## src/design/chm_pkg.sv

```systemverilog
// shared types and constants for the chained hash map
package chm_pkg;
	localparam int MAX_BUCKETS_DEF = 256;
	localparam int POOL_ENTRIES_DEF = 1024;
	localparam logic [31:0] HASH_MUL = 32'd2654435761;

	typedef enum logic [1:0] {
		MODE_INSERT = 2'd0,
		MODE_FIND   = 2'd1,
		MODE_REMOVE = 2'd2,
		MODE_NOP    = 2'd3
	} mode_t;

	typedef enum logic [1:0] {
		ST_OK       = 2'd0,
		ST_NOT_FOUND = 2'd1,
		ST_FULL     = 2'd2
	} status_t;
endpackage

```

## src/design/chm_front.sv

```systemverilog
// front end: accepts transactions, hashes the key and reduces it to a bucket
module chm_front #(
	parameter int MAX_BUCKETS = chm_pkg::MAX_BUCKETS_DEF,
	parameter int BW = (MAX_BUCKETS > 1) ? $clog2(MAX_BUCKETS) : 1,
	parameter int CW = $clog2(MAX_BUCKETS + 1)
) (
	input  logic          clk,
	input  logic          arst_n,
	input  logic          in_valid,
	output logic          in_stall,
	input  logic [1:0]    mode,
	input  logic [31:0]   key,
	input  logic [31:0]   value,
	input  logic [CW-1:0] count,
	output logic          q_valid,
	input  logic          q_stall,
	output logic [1:0]    q_mode,
	output logic [31:0]   q_key,
	output logic [31:0]   q_value,
	output logic [BW-1:0] q_bucket
);
	// hash register, then a restoring remainder one bit per cycle
	logic        busy_q;
	logic [5:0]  step_q;
	logic [31:0] h_q;
	logic [CW:0] rem_q;
	logic [1:0]  mode_q;
	logic [31:0] key_q, value_q;
	logic        done_q;
	logic [31:0] prod;
	logic [CW:0] trial;

	// only the low 32 bits of the product are used
	assign prod = key * chm_pkg::HASH_MUL;
	assign trial = {rem_q[CW-1:0], h_q[31]};
	assign in_stall = busy_q || done_q;
	assign q_valid = done_q;
	assign q_mode = mode_q;
	assign q_key = key_q;
	assign q_value = value_q;
	assign q_bucket = rem_q[BW-1:0];

	always_ff @(posedge clk) begin
		if (in_valid && !in_stall) begin
			h_q <= prod;
			rem_q <= '0;
			mode_q <= mode;
			key_q <= key;
			value_q <= value;
		end else if (busy_q) begin
			h_q <= {h_q[30:0], 1'b0};
			if (trial >= {1'b0, count}) rem_q <= trial - {1'b0, count};
			else rem_q <= trial;
		end
	end

	always_ff @(posedge clk or negedge arst_n) begin
		if (!arst_n) begin
			busy_q <= 1'b0;
			done_q <= 1'b0;
			step_q <= '0;
		end else begin
			if (in_valid && !in_stall) begin
				busy_q <= 1'b1;
				step_q <= '0;
			end else if (busy_q) begin
				step_q <= step_q + 6'd1;
				if (step_q == 6'd31) begin
					busy_q <= 1'b0;
					done_q <= 1'b1;
				end
			end else if (done_q && !q_stall) begin
				done_q <= 1'b0;
			end
		end
	end
endmodule

```

## config.mk

```make
export PLATFORM = sky130hd
export DESIGN_NAME = chm_front
export DESIGN_NICKNAME = d
export VERILOG_FILES = /design/src/design/chm_pkg.sv /design/src/design/chm_front.sv
export SDC_FILE = /design/constraint.sdc
export NUM_CORES = 1
export LEC_CHECK = 0
export BUFFER_PORTS_ARGS = -buffer_cell sky130_fd_sc_hd__buf_2
export CORE_ASPECT_RATIO = 2
export CORE_MARGIN = 2
export CORE_UTILIZATION = 65
export CTS_CLUSTER_SIZE = 12
export DETAILED_ROUTE_END_ITERATION = 10
export PLACE_DENSITY = 0.91
export SKIP_LAST_GASP = 1
export SLEW_MARGIN = 40
export SYNTH_ARGS = -nofsm -noshare
export SYNTH_HDL_FRONTEND = slang
export SYNTH_SLANG_ARGS = --single-unit
```

## constraint.sdc

```tcl
create_clock -name clk -period 6.25 [get_ports clk]
set_input_delay 0.625 -clock clk [delete_from_list [all_inputs] [get_ports clk]]
set_output_delay 0.625 -clock clk [all_outputs]
set_load 0.005 [all_outputs]
```

==> flow_summary.ini <==
[yosys]
synthTopCellsByArea = fa_1, edfxtp_1, ha_1, inv_1, xnor2_1
yosys_register_bits = 115
yosysWarnings = 0
synth_area_leader_cell = fa_1
synth_seq_area_share_pct = 24.76
synth_flop_cell = edfxtp_1
synth_cell_type_count = 59
async_flop_share_pct = 6.957
synth_nets = 1720
synth_edf_count = 98
synthesis.area_sq_um = 13420
synthCells = 1239
synth.avg_cell_area_sq_um = 10.83
yosysTopAreaCellShare_pct = 30.58

[drt]
ant_nets = 0
drtIter0Drc = 601
drcViolationCount = 0
first_pass_iters = 5
wirelength_mm = 40.57
wl_per_cell_um = 22.34
via_per_inst = 5.633
vias = 10230

[global_route]
grt_pass1_vias = 11790
grt_max_degree = 68
antenna_found_initial = 0
grt_pass1_wl_mm = 61.44
overflow = 0
grtUsageTotal_pct = 38.54

[hold_path]
worstHoldEndpoint = q_value[7]
min_path_cells = 1
hold_path.class = in -> reg
hold_start = value[7]

[outcome]
violations = negative setup slack
status = finished with violations

[floorplanning]
design.die.area_sq_um = 21880
die_y_um = 207.2
io_pins = 155
rows = 74
initial_utilization_pct = 65.89
core_area_sq_um = 20370
dieWidth_um = 105.6

[clocking]
cts.path.max_buffers = 2
clock-sinks = 115
cts-buffers-inserted = 17
htree_levels = 4
cts_root_buf = clkbuf_16
clkTransAtPathRegs_ns = 0.06
clk_latency_ns = 0.46
cts_tree = built

[critical_path]
r2r-end = h_q[30]
cp-start-kind = input port
critPathTopFamily = adder cells
crit_type = in -> reg
reg2reg_slack_ns = 2.84
cp_num_buf_inv = 10
ff2ff_path_depth = 8
slowest_stage = fa_1
crit_required_ns = 6.44
crit_cells = 24
max_stage_delay_ns = 0.52
path_cells = buf_2 -> clkinvlp_4 -> buf_4 -> fa_1 -> fa_2 -> inv_2 -> fa_1 -> inv_1 -> fa_1 -> inv_1 -> fa_1 -> fa_1 -> fa_1 -> inv_1 -> fa_1 -> inv_1 -> ha_4 -> nand4_1 -> buf_4 -> o311ai_4 -> a41oi_2 -> buf_4 -> xor2_1 -> o21ai_1
worstPathMaxFanout = 2
cp_data_arrival_time_ns = 6.72
r2r-start = busy_q
critPathMostFrequentCell = fa_1
crit_path_end_kind = flop

[finish]
fin_util_pct = 81.27
final_area_sq_um = 16550
layout-drive-gt1-share_pct = 27.23
syn2layout_area_growth_pct = 23.33
antenna_cells = 0
final_cells = 1816
fin_nets = 2018

[sta]
period_share_pct = 104.5
drv_slew = 0
rsz0062_at_grt = yes
fin_ws_ns = -0.2796
tightest_slew_ns = 0.7702
finalSetupViolCount = 10
slew_headroom_pct = 48.66
finalHoldViolations = 0
post-route-min-period_ns = 6.530
timing.fmax_mhz = 153.2
fin_setup_tns_ns = -1.970
clock_skew_ns = 0.01103

[run]
cap_viol_max_count = 0

[placed_design]
routabilityCongestion = 1.028
portBuffers = 154
hpwl_mm = 30.45
place_area_sq_um = 15570
place_inst = 1770
-- cell usage in the layout, fill, tap and decap left out, drive strengths merged, types with 7 or more instances in the layout --
master / n
nand3: 8
clkinvlp: 8
o211ai: 7
buf: 297
o21ai: 50
nand4: 7
nand2: 66
fa: 205
inv: 385
dfxtp: 9
xnor2: 48
clkinv: 7
ha: 197
nor2: 18
xor2: 13
a21oi: 26
a21o: 11
dfrtp: 8
clkbuf: 17
edfxtp: 98
-- flip-flops by register name (all words and copies together) (netlist names) --
signal,cells
h_q,32
q_key,32
q_value,32
rem_q,9
step_q,6
q_mode,2
busy_q,1
q_valid,1
-- timing repair --
item / 4_1_cts / 5_1_grt
hold endpoints to repair: 7 / 0
resized for setup: 56 / 24
hold buffers: 1 / 0
pin swaps: 34 / 25
setup buffers: 8 / 5
setup endpoints to repair: 8 / 11
-- layer usage --
metal	track usage [%]	wire, um	up-vias
met4	38.88	5058	0
li1	-	-	4454
met1	32.84	11720	5002
met2	67.88	21550	495
met5	0	0	-
met3	10.42	2243	278
-- cell families after synthesis --
kind of cell / share of synthesized area (%)
buffers and inverters: 11.55
XOR/XNOR: 3.981
flip-flops: 24.76
AO/OA/AOI/OAI: 6.172
AND/OR/NAND/NOR: 4.447
multiplexers: 0.1492
adder cells (fa/ha/maj): 48.94
-- metrics by stage --
step	hold slack, ns	worst slack [ns]
final	0.3382	-0.2796
after global routing	0.3313	-0.4630
after CTS	0.3269	-0.1245
after detailed placement	0.4731	-0.6685
after global placement	0.4591	-0.4641
after floorplan	0.3294	-0.1050
-- worst max path at each step --
stage / slack, ns / from / endpoint
after floorplan: -0.11 / key[6] / h_q[24]
after detailed placement: -0.67 / key[5] / h_q[28]
after CTS: -0.12 / key[5] / h_q[24]
final: -0.28 / key[10] / h_q[29]
after global routing: -0.46 / key[4] / h_q[29]
after global placement: -0.46 / key[4] / h_q[31]
-- cells in the mapped netlist, types with 3 or more instances --
master and number:
a211oi_1 3, a21o_1 10, a21oi_1 24, buf_4 8, clkbuf_1 11, dfrtp_1 8, dfxtp_1 9, edfxtp_1 98
fa_1 205, ha_1 197, inv_1 384, nand2_1 66, nand2b_1 5, nand3_1 8, nand4_1 6, nor2_1 18
nor2b_1 6, nor3_1 3, nor3b_1 4, o211ai_1 6, o21a_1 4, o21ai_0 28, o21ai_1 22, o22ai_1 3
o31ai_1 3, or3_1 3, xnor2_1 48, xor2_1 13
-- final cells by class --
cell class	instances	area [sq um]
Clock inverter	15	148.9
Fill cell	1141	3816
Tap cell	266	332.8
Multi-Input combinational cell	719	8924
Sequential cell	115	3323
Timing Repair Buffer	298	1918
Clock buffer	17	425.4
Inverter	386	1481
Power is left out: the tool's default activity adds up to more than one toggle a clock period on the data nets, which glitch-free logic cannot reach.
