## config.mk

```make
export PLATFORM = sky130hd
export DESIGN_NAME = chm_queue
export DESIGN_NICKNAME = d
export VERILOG_FILES = /design/src/design/chm_queue.sv
export SDC_FILE = /design/constraint.sdc
export NUM_CORES = 1
export LEC_CHECK = 0
export BUFFER_PORTS_ARGS = -buffer_cell sky130_fd_sc_hd__buf_2
export CAP_MARGIN = 20
export CORE_ASPECT_RATIO = 1.25
export CORE_MARGIN = 1.5
export CORE_UTILIZATION = 44
export CTS_CLUSTER_DIAMETER = 120
export CTS_CLUSTER_SIZE = 10
export DETAILED_ROUTE_END_ITERATION = 12
export PLACE_DENSITY = 0.71
export SLEW_MARGIN = 15
export SYNTH_ARGS = -nofsm -noshare
export SYNTH_HDL_FRONTEND = slang
export SYNTH_SLANG_ARGS = --single-unit
export TNS_END_PERCENT = 1
```

## constraint.sdc

```tcl
create_clock -name clk -period 1.8 [get_ports clk]
set_clock_uncertainty 0.1 [all_clocks]
set_input_delay 0.36 -clock clk [delete_from_list [all_inputs] [get_ports clk]]
set_output_delay 0.36 -clock clk [all_outputs]
set_load 0.1 [all_outputs]
```

## src/design/chm_queue.sv

```systemverilog
// two-entry queue between front and back ends
module chm_queue #(
	parameter int W = 8
) (
	input  logic         clk,
	input  logic         arst_n,
	input  logic         wr_valid,
	output logic         wr_stall,
	input  logic [W-1:0] wr_data,
	output logic         rd_valid,
	input  logic         rd_stall,
	output logic [W-1:0] rd_data
);
	logic [W-1:0] mem_q [2];
	logic         wp_q, rp_q;
	logic [1:0]   cnt_q;
	logic         wr, rd;

	assign wr = wr_valid && !wr_stall;
	assign rd = rd_valid && !rd_stall;
	assign wr_stall = cnt_q == 2'd2;
	assign rd_valid = cnt_q != 2'd0;
	assign rd_data = mem_q[rp_q];

	always_ff @(posedge clk) begin
		if (wr) mem_q[wp_q] <= wr_data;
	end

	always_ff @(posedge clk or negedge arst_n) begin
		if (!arst_n) begin
			wp_q <= 1'b0;
			rp_q <= 1'b0;
			cnt_q <= '0;
		end else begin
			if (wr) wp_q <= !wp_q;
			if (rd) rp_q <= !rp_q;
			cnt_q <= cnt_q + {1'b0, wr} - {1'b0, rd};
		end
	end
endmodule

```

==> impl_metrics.tcl, run 1 <==
set metrics [dict create \
    outcome "finished, violations left" \
    violations "setup timing" \
    hold_viol_final 0 \
    crit_arrival_ns 1.35 \
    ios 22 \
    synth.distinct_cells 14 \
    max_cap_violations 0 \
    reg2reg_depth 7 \
    drive_above_1_share_pct 58.1 \
    die_y_um 50.2 \
    vias 446 \
    drtIter0Drc 6 \
    synth_top_area_cell "edfxtp_1" \
    antenna_found_initial 0 \
    syn_area_um2 786 \
    final_max_slew_viol_count 0 \
    rr_endpoint "cnt_q[1]$_DFF_PN0_" \
    area_delta_synth_final_pct 40.3 \
    viasPerCell 4.85 \
    clk_pin_slew_ns 0.10 \
    port_buffers 21 \
    syn_area_per_cell_um2 18.3 \
    cts_tree "yes" \
    clock_sinks 20 \
    worst_slew_pin_slew_ns 0.483 \
    path_delay_family "flip-flops" \
    clkLatencyLatePin_ns 0.29 \
    ant_nets 0 \
    worstHoldStart "wr_data[4]" \
    rows 16 \
    fin_crit_sh_pct 100 \
    yosys_warnings 0 \
    min_to "mem_q[1][4]$_DFFE_PP_" \
    n_antenna_cell 0 \
    min_path_type "in -> reg" \
    wirelength_mm 1.26 \
    place_hpwl_um 857 \
    die-area_mm2 0.00205 \
    path_cells "buf_6 > mux2_2 > buf_6" \
    timing.rr.start "cnt_q[1]$_DFF_PN0_" \
    period_minus_slack_ns 1.81 \
    final-setup-viol-count 2 \
    numCtsBuffers 3 \
    maxSlewHeadroom_pct 68.0 \
    fmax_mhz 554 \
    remaining_drc_errors 0 \
    start_kind "flip-flop" \
    layout_setup_ws_ns -0.00603 \
    synth_area_leaders "edfxtp_1, dfrtp_1, mux2_2, xnor2_1, ha_1" \
    end_kind "primary output" \
    crit_buf_inv 2 \
    synth_top_area_share_pct 61.1 \
    ys_ff_latch 20 \
    drt-wirelength-per-cell_um 13.7 \
    syn_inst 43 \
    rrSetupSlack_ns 0.04 \
    grt_pass1_wl_mm 1.95 \
    gp_congestion 0.637 \
    clockRootBuffer "clkbuf_4" \
    cp.required_ns 1.34 \
    rsz0062_at_grt "true" \
    nets 89 \
    grt_max_degree 12 \
    synth-seq-area-share_pct 73.9 \
    die_w_um 40.8 \
    worst-path-max-fanout 4 \
    start_util_pct 48.5 \
    grt_pass1_vias 491 \
    synth_fp_nets 57 \
    clockBufferDepth 2 \
    post-route-util_pct 68.0 \
    cp_slowest_cell "dfrtp_2" \
    crit_start "rp_q$_DFFE_PN0P_" \
    path_class "reg -> out" \
    grt.overflow.total 0 \
    crit_path_max_incr_delay_ns 0.40 \
    cts_max_level 1 \
    drt_first_pass_iters 4 \
    coreArea_mm2 0.00162 \
    grt.total_usage_pct 14.2 \
    crit_path_frequent_cell "buf_6" \
    min_delay_path_depth 1 \
]
## cells in the mapped netlist
cell	n
edfxtp_1	16
mux2_2	8
dfrtp_1	4
xnor2_1	3
ha_1	2
inv_1	2
and3_1	1
buf_2	1
nand2_1	1
nand2b_1	1
nor2_1	1
nor2b_4	1
or2_4	1
xor2_1	1
## flip-flops by register name (all words and copies together), names as in the netlist
register  count
cnt_q         2
mem_q        16
wp_q          1
rp_q          1
## cells by family after synthesis
logic type | Yosys count | share of synthesized area, %
XOR/XNOR | 4 | 4.46
AND/OR/NAND/NOR | 6 | 5.41
multiplexers | 8 | 11.5
adder cells (fa/ha/maj) | 2 | 3.18
flip-flops | 20 | 73.9
buffers and inverters | 3 | 1.59
## metrics by stage
stage | area (µm²) | cells | TNS [ns] | hold slack, ns | setup slack (ns)
5_1_grt | 1100 | 92 | -0.382 | 0.128 | -0.0527
2_1_floorplan | 788 | 43 | -0.0491 | -0.0356 | -0.0491
3_5_place_dp | 926 | 83 | 0 | 0.0726 | 0.0637
6_report | 1100 | 92 | -0.00976 | 0.151 | -0.00603
4_1_cts | 1040 | 92 | -0.0702 | 0.138 | -0.0232
3_3_place_gp | 926 | 83 | 0 | 0.0723 | 0.0878
## how the worst max path moves through the flow
stage,to,cells after the start
floorplan,cnt_q[1]$_DFF_PN0_,7
global placement,cnt_q[1]$_DFF_PN0_,7
detailed placement,cnt_q[1]$_DFF_PN0_,7
CTS,rd_data[5],3
global route,rd_data[1],3
finish,rd_data[6],3
## worst register-to-register path: stages (launching register included)
cell     delay [ns]
dfrtp_1        0.44
or2_4          0.25
nor2b_4        0.13
ha_1           0.27
inv_1          0.04
ha_2           0.17
xnor2_2        0.13
xnor2_1        0.12
## area by class of cell
| type | count | area (µm²) |
|---|---|---|
| clock inverter | 1 | 3.75 |
| timing repair buffer | 28 | 250 |
| inverter | 2 | 7.51 |
| fill | 127 | 519 |
| multi-input combinational | 20 | 214 |
| tap | 18 | 22.5 |
| clock buffer | 3 | 22.5 |
| sequential | 20 | 582 |
## placed cells by master, fill, tap and decap left out, types with 2 or more instances in the layout
cell type / Yosys / routed
edfxtp_1: 16 / 16
buf_2: 1 / 12
buf_6: 0 / 6
mux2_2: 8 / 5
buf_4: 0 / 5
mux2_4: 0 / 3
clkbuf_4: 0 / 3
dfrtp_1: 4 / 3
buf_12: 0 / 3
inv_1: 2 / 2
xnor2_1: 3 / 2
## timing repair
action / CTS / global route
buffers inserted: 4 / 0
hold buffers: 1 / 0
gates resized for setup: 19 / 14
gates cloned: 0 / 0
hold endpoints to repair: 4 / 0
pin swaps: 0 / 2
setup endpoints to repair: 9 / 9
## layer usage
metal  part of all wire [%]  vias to the layer above  GRT usage, %  wire, µm
met5                      0                        -             0         0
met4                      0                        0          6.67         0
met3                    3.2                        0          2.65        41
met2                     57                       14          25.0       718
met1                     40                      215          14.8       503
li1                       -                      217             -         -
Power of run 1 is left out: the tool's default activity adds up to more than one toggle a clock period on the data nets, which glitch-free logic cannot reach.
==> run 2, diff against run 1 <==
Settings changed: SKIP_CTS_REPAIR_TIMING set to 1.
==> run 2 against run 1 <==
Against the previous run: the run still ends with setup timing left; fmax fell by 0.32%; core utilization fell by 2.7 points; die area did not move; sequential share of layout area rose by 2.2 points; routed wire length fell by 5.0%; global-route usage fell by 1.3 points; cell area fell by 4.0%; critical path type unchanged; largest cell class unchanged; highest routed layer unchanged.
==> impl_metrics.tcl, run 2 (synthesis results as in run 1) <==
set metrics [dict create \
    outcome "finished, violations left" \
    violations "setup timing" \
    drtIter0Drc 6 \
    highest_layer "met3" \
    grt_max_degree 12 \
    period_minus_slack_ns 1.81 \
    place_hpwl_um 857 \
    worstHoldStart "wr_data[4]" \
    clock_sinks 20 \
    fin_crit_sh_pct 101 \
    wl_met2_um 658 \
    cp_slowest_cell "dfrtp_2" \
    rows 16 \
    cp.required_ns 1.34 \
    fmax_mhz 552 \
    final_max_slew_viol_count 0 \
    end_kind "primary output" \
    maxSlewHeadroom_pct 68.0 \
    mostFrequentLayoutCells "edfxtp_1, buf_2, mux2_2" \
    numCtsBuffers 3 \
    layout_setup_ws_ns -0.0118 \
    grt_pass1_vias 455 \
    path_cells "buf_4 > mux2_2 > buf_6" \
    layout_commonest_cell "edfxtp_1" \
    grt.total_usage_pct 12.9 \
    rrSetupSlack_ns 0.05 \
    clkLatencyLatePin_ns 0.29 \
    cts_max_level 1 \
    grt.overflow.total 0 \
    drt-wirelength-per-cell_um 13.2 \
    drt_first_pass_iters 4 \
    ios 22 \
    crit_start "rp_q$_DFFE_PN0P_" \
    wirelength_mm 1.20 \
    start_kind "flip-flop" \
    ant_nets 0 \
    remaining_drc_errors 0 \
    viasPerCell 4.80 \
    clockRootBuffer "clkbuf_4" \
    met1Wirelength_um 491 \
    placed_cell_area_um2 926 \
    port_buffers 21 \
    die_y_um 50.2 \
    met3_length_um 50 \
    coreArea_mm2 0.00162 \
    n_antenna_cell 0 \
    clk_pin_slew_ns 0.10 \
    path_class "reg -> out" \
    rsz0062_at_grt "true" \
    largest_reg_flops 16 \
    gp_congestion 0.637 \
    vias 437 \
    reg_top3 "mem_q x16, cnt_q x2" \
    grt_pass1_wl_mm 1.77 \
    final-setup-viol-count 3 \
    start_util_pct 48.5 \
    hold_viol_final 0 \
    max_cap_violations 0 \
    timing.rr.start "cnt_q[0]$_DFF_PN0_" \
    nets 88 \
    min_path_type "in -> reg" \
    crit_path_max_incr_delay_ns 0.40 \
    drive_above_1_share_pct 56.2 \
    die_w_um 40.8 \
    antenna_found_initial 0 \
    cts_tree "yes" \
    clockBufferDepth 2 \
    largest_register "mem_q" \
    die-area_mm2 0.00205 \
    worst_slew_pin_slew_ns 0.483 \
    crit_arrival_ns 1.35 \
    area_delta_synth_final_pct 34.7 \
    design_area_mm2 0.00106 \
    worst-path-max-fanout 4 \
]
## run 2: final timing paths
kind / endpoint / depth (start not counted)
max in group asynchronous: rp_q$_DFFE_PN0P_ / 2
hold / removal: mem_q[1][4]$_DFFE_PP_ / 1
setup reg to reg: cnt_q[1]$_DFF_PN0_ / 7
hold reg to reg: wp_q$_DFFE_PN0N_ / 1
setup / recovery: rd_data[4] / 3
min in group asynchronous: wp_q$_DFFE_PN0N_ / 2
## run 2: area by class of cell
class / instances / area, µm²
flip-flops and latches: 20 / 582
well taps: 18 / 22.5
clock inverters: 1 / 3.75
clock buffers: 3 / 22.5
multi-input cells: 20 / 195
inverters: 2 / 7.51
fillers: 130 / 563
repair buffers: 27 / 225
## run 2: through the flow
stage	setup WS (ns)	std cells	utilization (%)	TNS [ns]	hold WS, ns
after global routing	-0.0681	91	65.3	-0.411	0.128
after floorplan	-0.0491	43	-	-0.0491	-0.0356
after global placement	0.0878	83	57.1	0	0.0723
final	-0.0118	91	65.3	-0.0327	0.151
after detailed placement	0.0637	83	57.1	0	0.0726
after CTS	-0.250	87	58.7	-1.91	-0.257
## run 2: per-layer routing
layer	track usage, %	up-vias
met5	0	-
met4	6.67	0
met3	2.65	0
met2	21.4	14
met1	14.5	207
li1	-	216
## run 2: worst max-delay path: cells and delay by family (launching register included)
kind | cells | cell delay [ns]
buffers and inverters | 2 | 0.32
multiplexers | 1 | 0.34
flip-flops | 1 | 0.40
Power of run 2 is left out for the same reason.
==> run 3, diff against run 2 <==
Settings changed: CTS_CLUSTER_DIAMETER 120 to not set, REMOVE_ABC_BUFFERS set to 1.
==> run 3 against run 2 <==
Against the previous run: the flow now finishes without violations; non-clock buffer count unchanged; final cell count unchanged; critical path depth unchanged; critical endpoint is now rd_data[2].
==> impl_metrics.tcl, run 3 (synthesis results as in run 1) <==
set metrics [dict create \
    outcome "finished clean" \
    period_minus_slack_ns 1.79 \
    drt_first_pass_iters 4 \
    largest_register "mem_q" \
    start_util_pct 48.5 \
    drive_above_1_share_pct 54.8 \
    die-area_mm2 0.00205 \
    place_hpwl_um 799 \
    setup_tns_ns 0 \
    cts_tree "yes" \
    area_delta_synth_final_pct 33.3 \
    clockRootBuffer "clkbuf_4" \
    cp_slowest_cell "dfrtp_2" \
    cp.required_ns 1.34 \
    drtIter0Drc 5 \
    ios 22 \
    n_antenna_cell 0 \
    wirelength_mm 1.18 \
    final-setup-viol-count 0 \
    maxSlewHeadroom_pct 67.9 \
    clkLatencyLatePin_ns 0.29 \
    nets 88 \
    fin_crit_sh_pct 99.2 \
    mostFrequentLayoutCells "edfxtp_1, buf_2, mux2_2" \
    clock_sinks 20 \
    remaining_drc_errors 0 \
    min_delay_path_depth 1 \
    max_cap_violations 0 \
    port_buffers 21 \
    layout_setup_ws_ns 0.0144 \
    rows 16 \
    end_kind "primary output" \
    hold_slack_ns 0.148 \
    nFillCells 127 \
    reg2reg_depth 7 \
    clk_pin_slew_ns 0.11 \
    path_cells "buf_4 > mux2_2 > buf_8" \
    min_path_type "in -> reg" \
    reg_top3 "mem_q x16, cnt_q x2" \
    grt.overflow.total 0 \
    viasPerCell 4.80 \
    rsz0062_at_grt "true" \
    grt_pass1_vias 400 \
    seqCellArea_um2 582 \
    multi_input_area_um2 193 \
    die_w_um 40.8 \
    start_kind "flip-flop" \
    hold_viol_final 0 \
    grt_pass1_wl_mm 1.66 \
    vias 437 \
    fmax_mhz 560 \
    die_y_um 50.2 \
    crit_arrival_ns 1.33 \
    grt.total_usage_pct 12.2 \
    antenna_found_initial 0 \
    largest_reg_flops 16 \
    gp_congestion 0.657 \
    cts_max_level 1 \
    layout_commonest_cell "edfxtp_1" \
    grt_max_degree 12 \
    worst_slew_pin_slew_ns 0.484 \
    ant_nets 0 \
    worst-path-max-fanout 4 \
    drt-wirelength-per-cell_um 13.0 \
    post-route-util_pct 64.6 \
    crit_path_max_incr_delay_ns 0.38 \
    clockBufferDepth 2 \
    path_class "reg -> out" \
    dpl_worst_slack_ns 0.0387 \
    coreArea_mm2 0.00162 \
    numCtsBuffers 3 \
    final_max_slew_viol_count 0 \
]
run 3: cell count changes in the layout (fill, tap and decap cells not counted):
cell / change
ha_1: +1
buf_12: -1
clkbuf_1: +1
buf_4: +1
clkinv_1: -1
buf_8: +1
buf_6: -1
ha_2: -1
run 3: worst max-delay path: cells and delay by family (launching register included):
kind,cells,cell delay [ns]
flip-flops,1,0.38
buffers and inverters,2,0.32
multiplexers,1,0.35
run 3: per-stage QoR:
step,cells,instance area (µm²)
final,91,1050
after global routing,91,1050
after CTS,86,942
after detailed placement,82,916
after global placement,82,916
after floorplan,42,781
run 3: final cells by class:
type	instances	area share, %
well taps	18	2.15
inverters	2	0.717
repair buffers	27	20.7
flip-flops and latches	20	55.6
clock buffers	4	2.51
multi-input cells	20	18.4
run 3: per-layer routing:
layer / global-route usage [%] / part of all wire (%)
met5: 0 / 0
met4: 5.00 / 0
met3: 2.65 / 2.5
met2: 19.8 / 58
met1: 15.0 / 39
run 3: final timing paths:
path / start / to / slack, ns
max in group asynchronous: arst_n / rp_q$_DFFE_PN0P_ / 1.16
max reg2reg: cnt_q[1]$_DFF_PN0_ / cnt_q[1]$_DFF_PN0_ / 0.04
min: wr_data[4] / mem_q[1][4]$_DFFE_PP_ / 0.15
min in group asynchronous: arst_n / wp_q$_DFFE_PN0N_ / 0.30
min reg2reg: wp_q$_DFFE_PN0N_ / wp_q$_DFFE_PN0N_ / 0.40
max: rp_q$_DFFE_PN0P_ / rd_data[2] / 0.01
Power of run 3 is left out for the same reason.
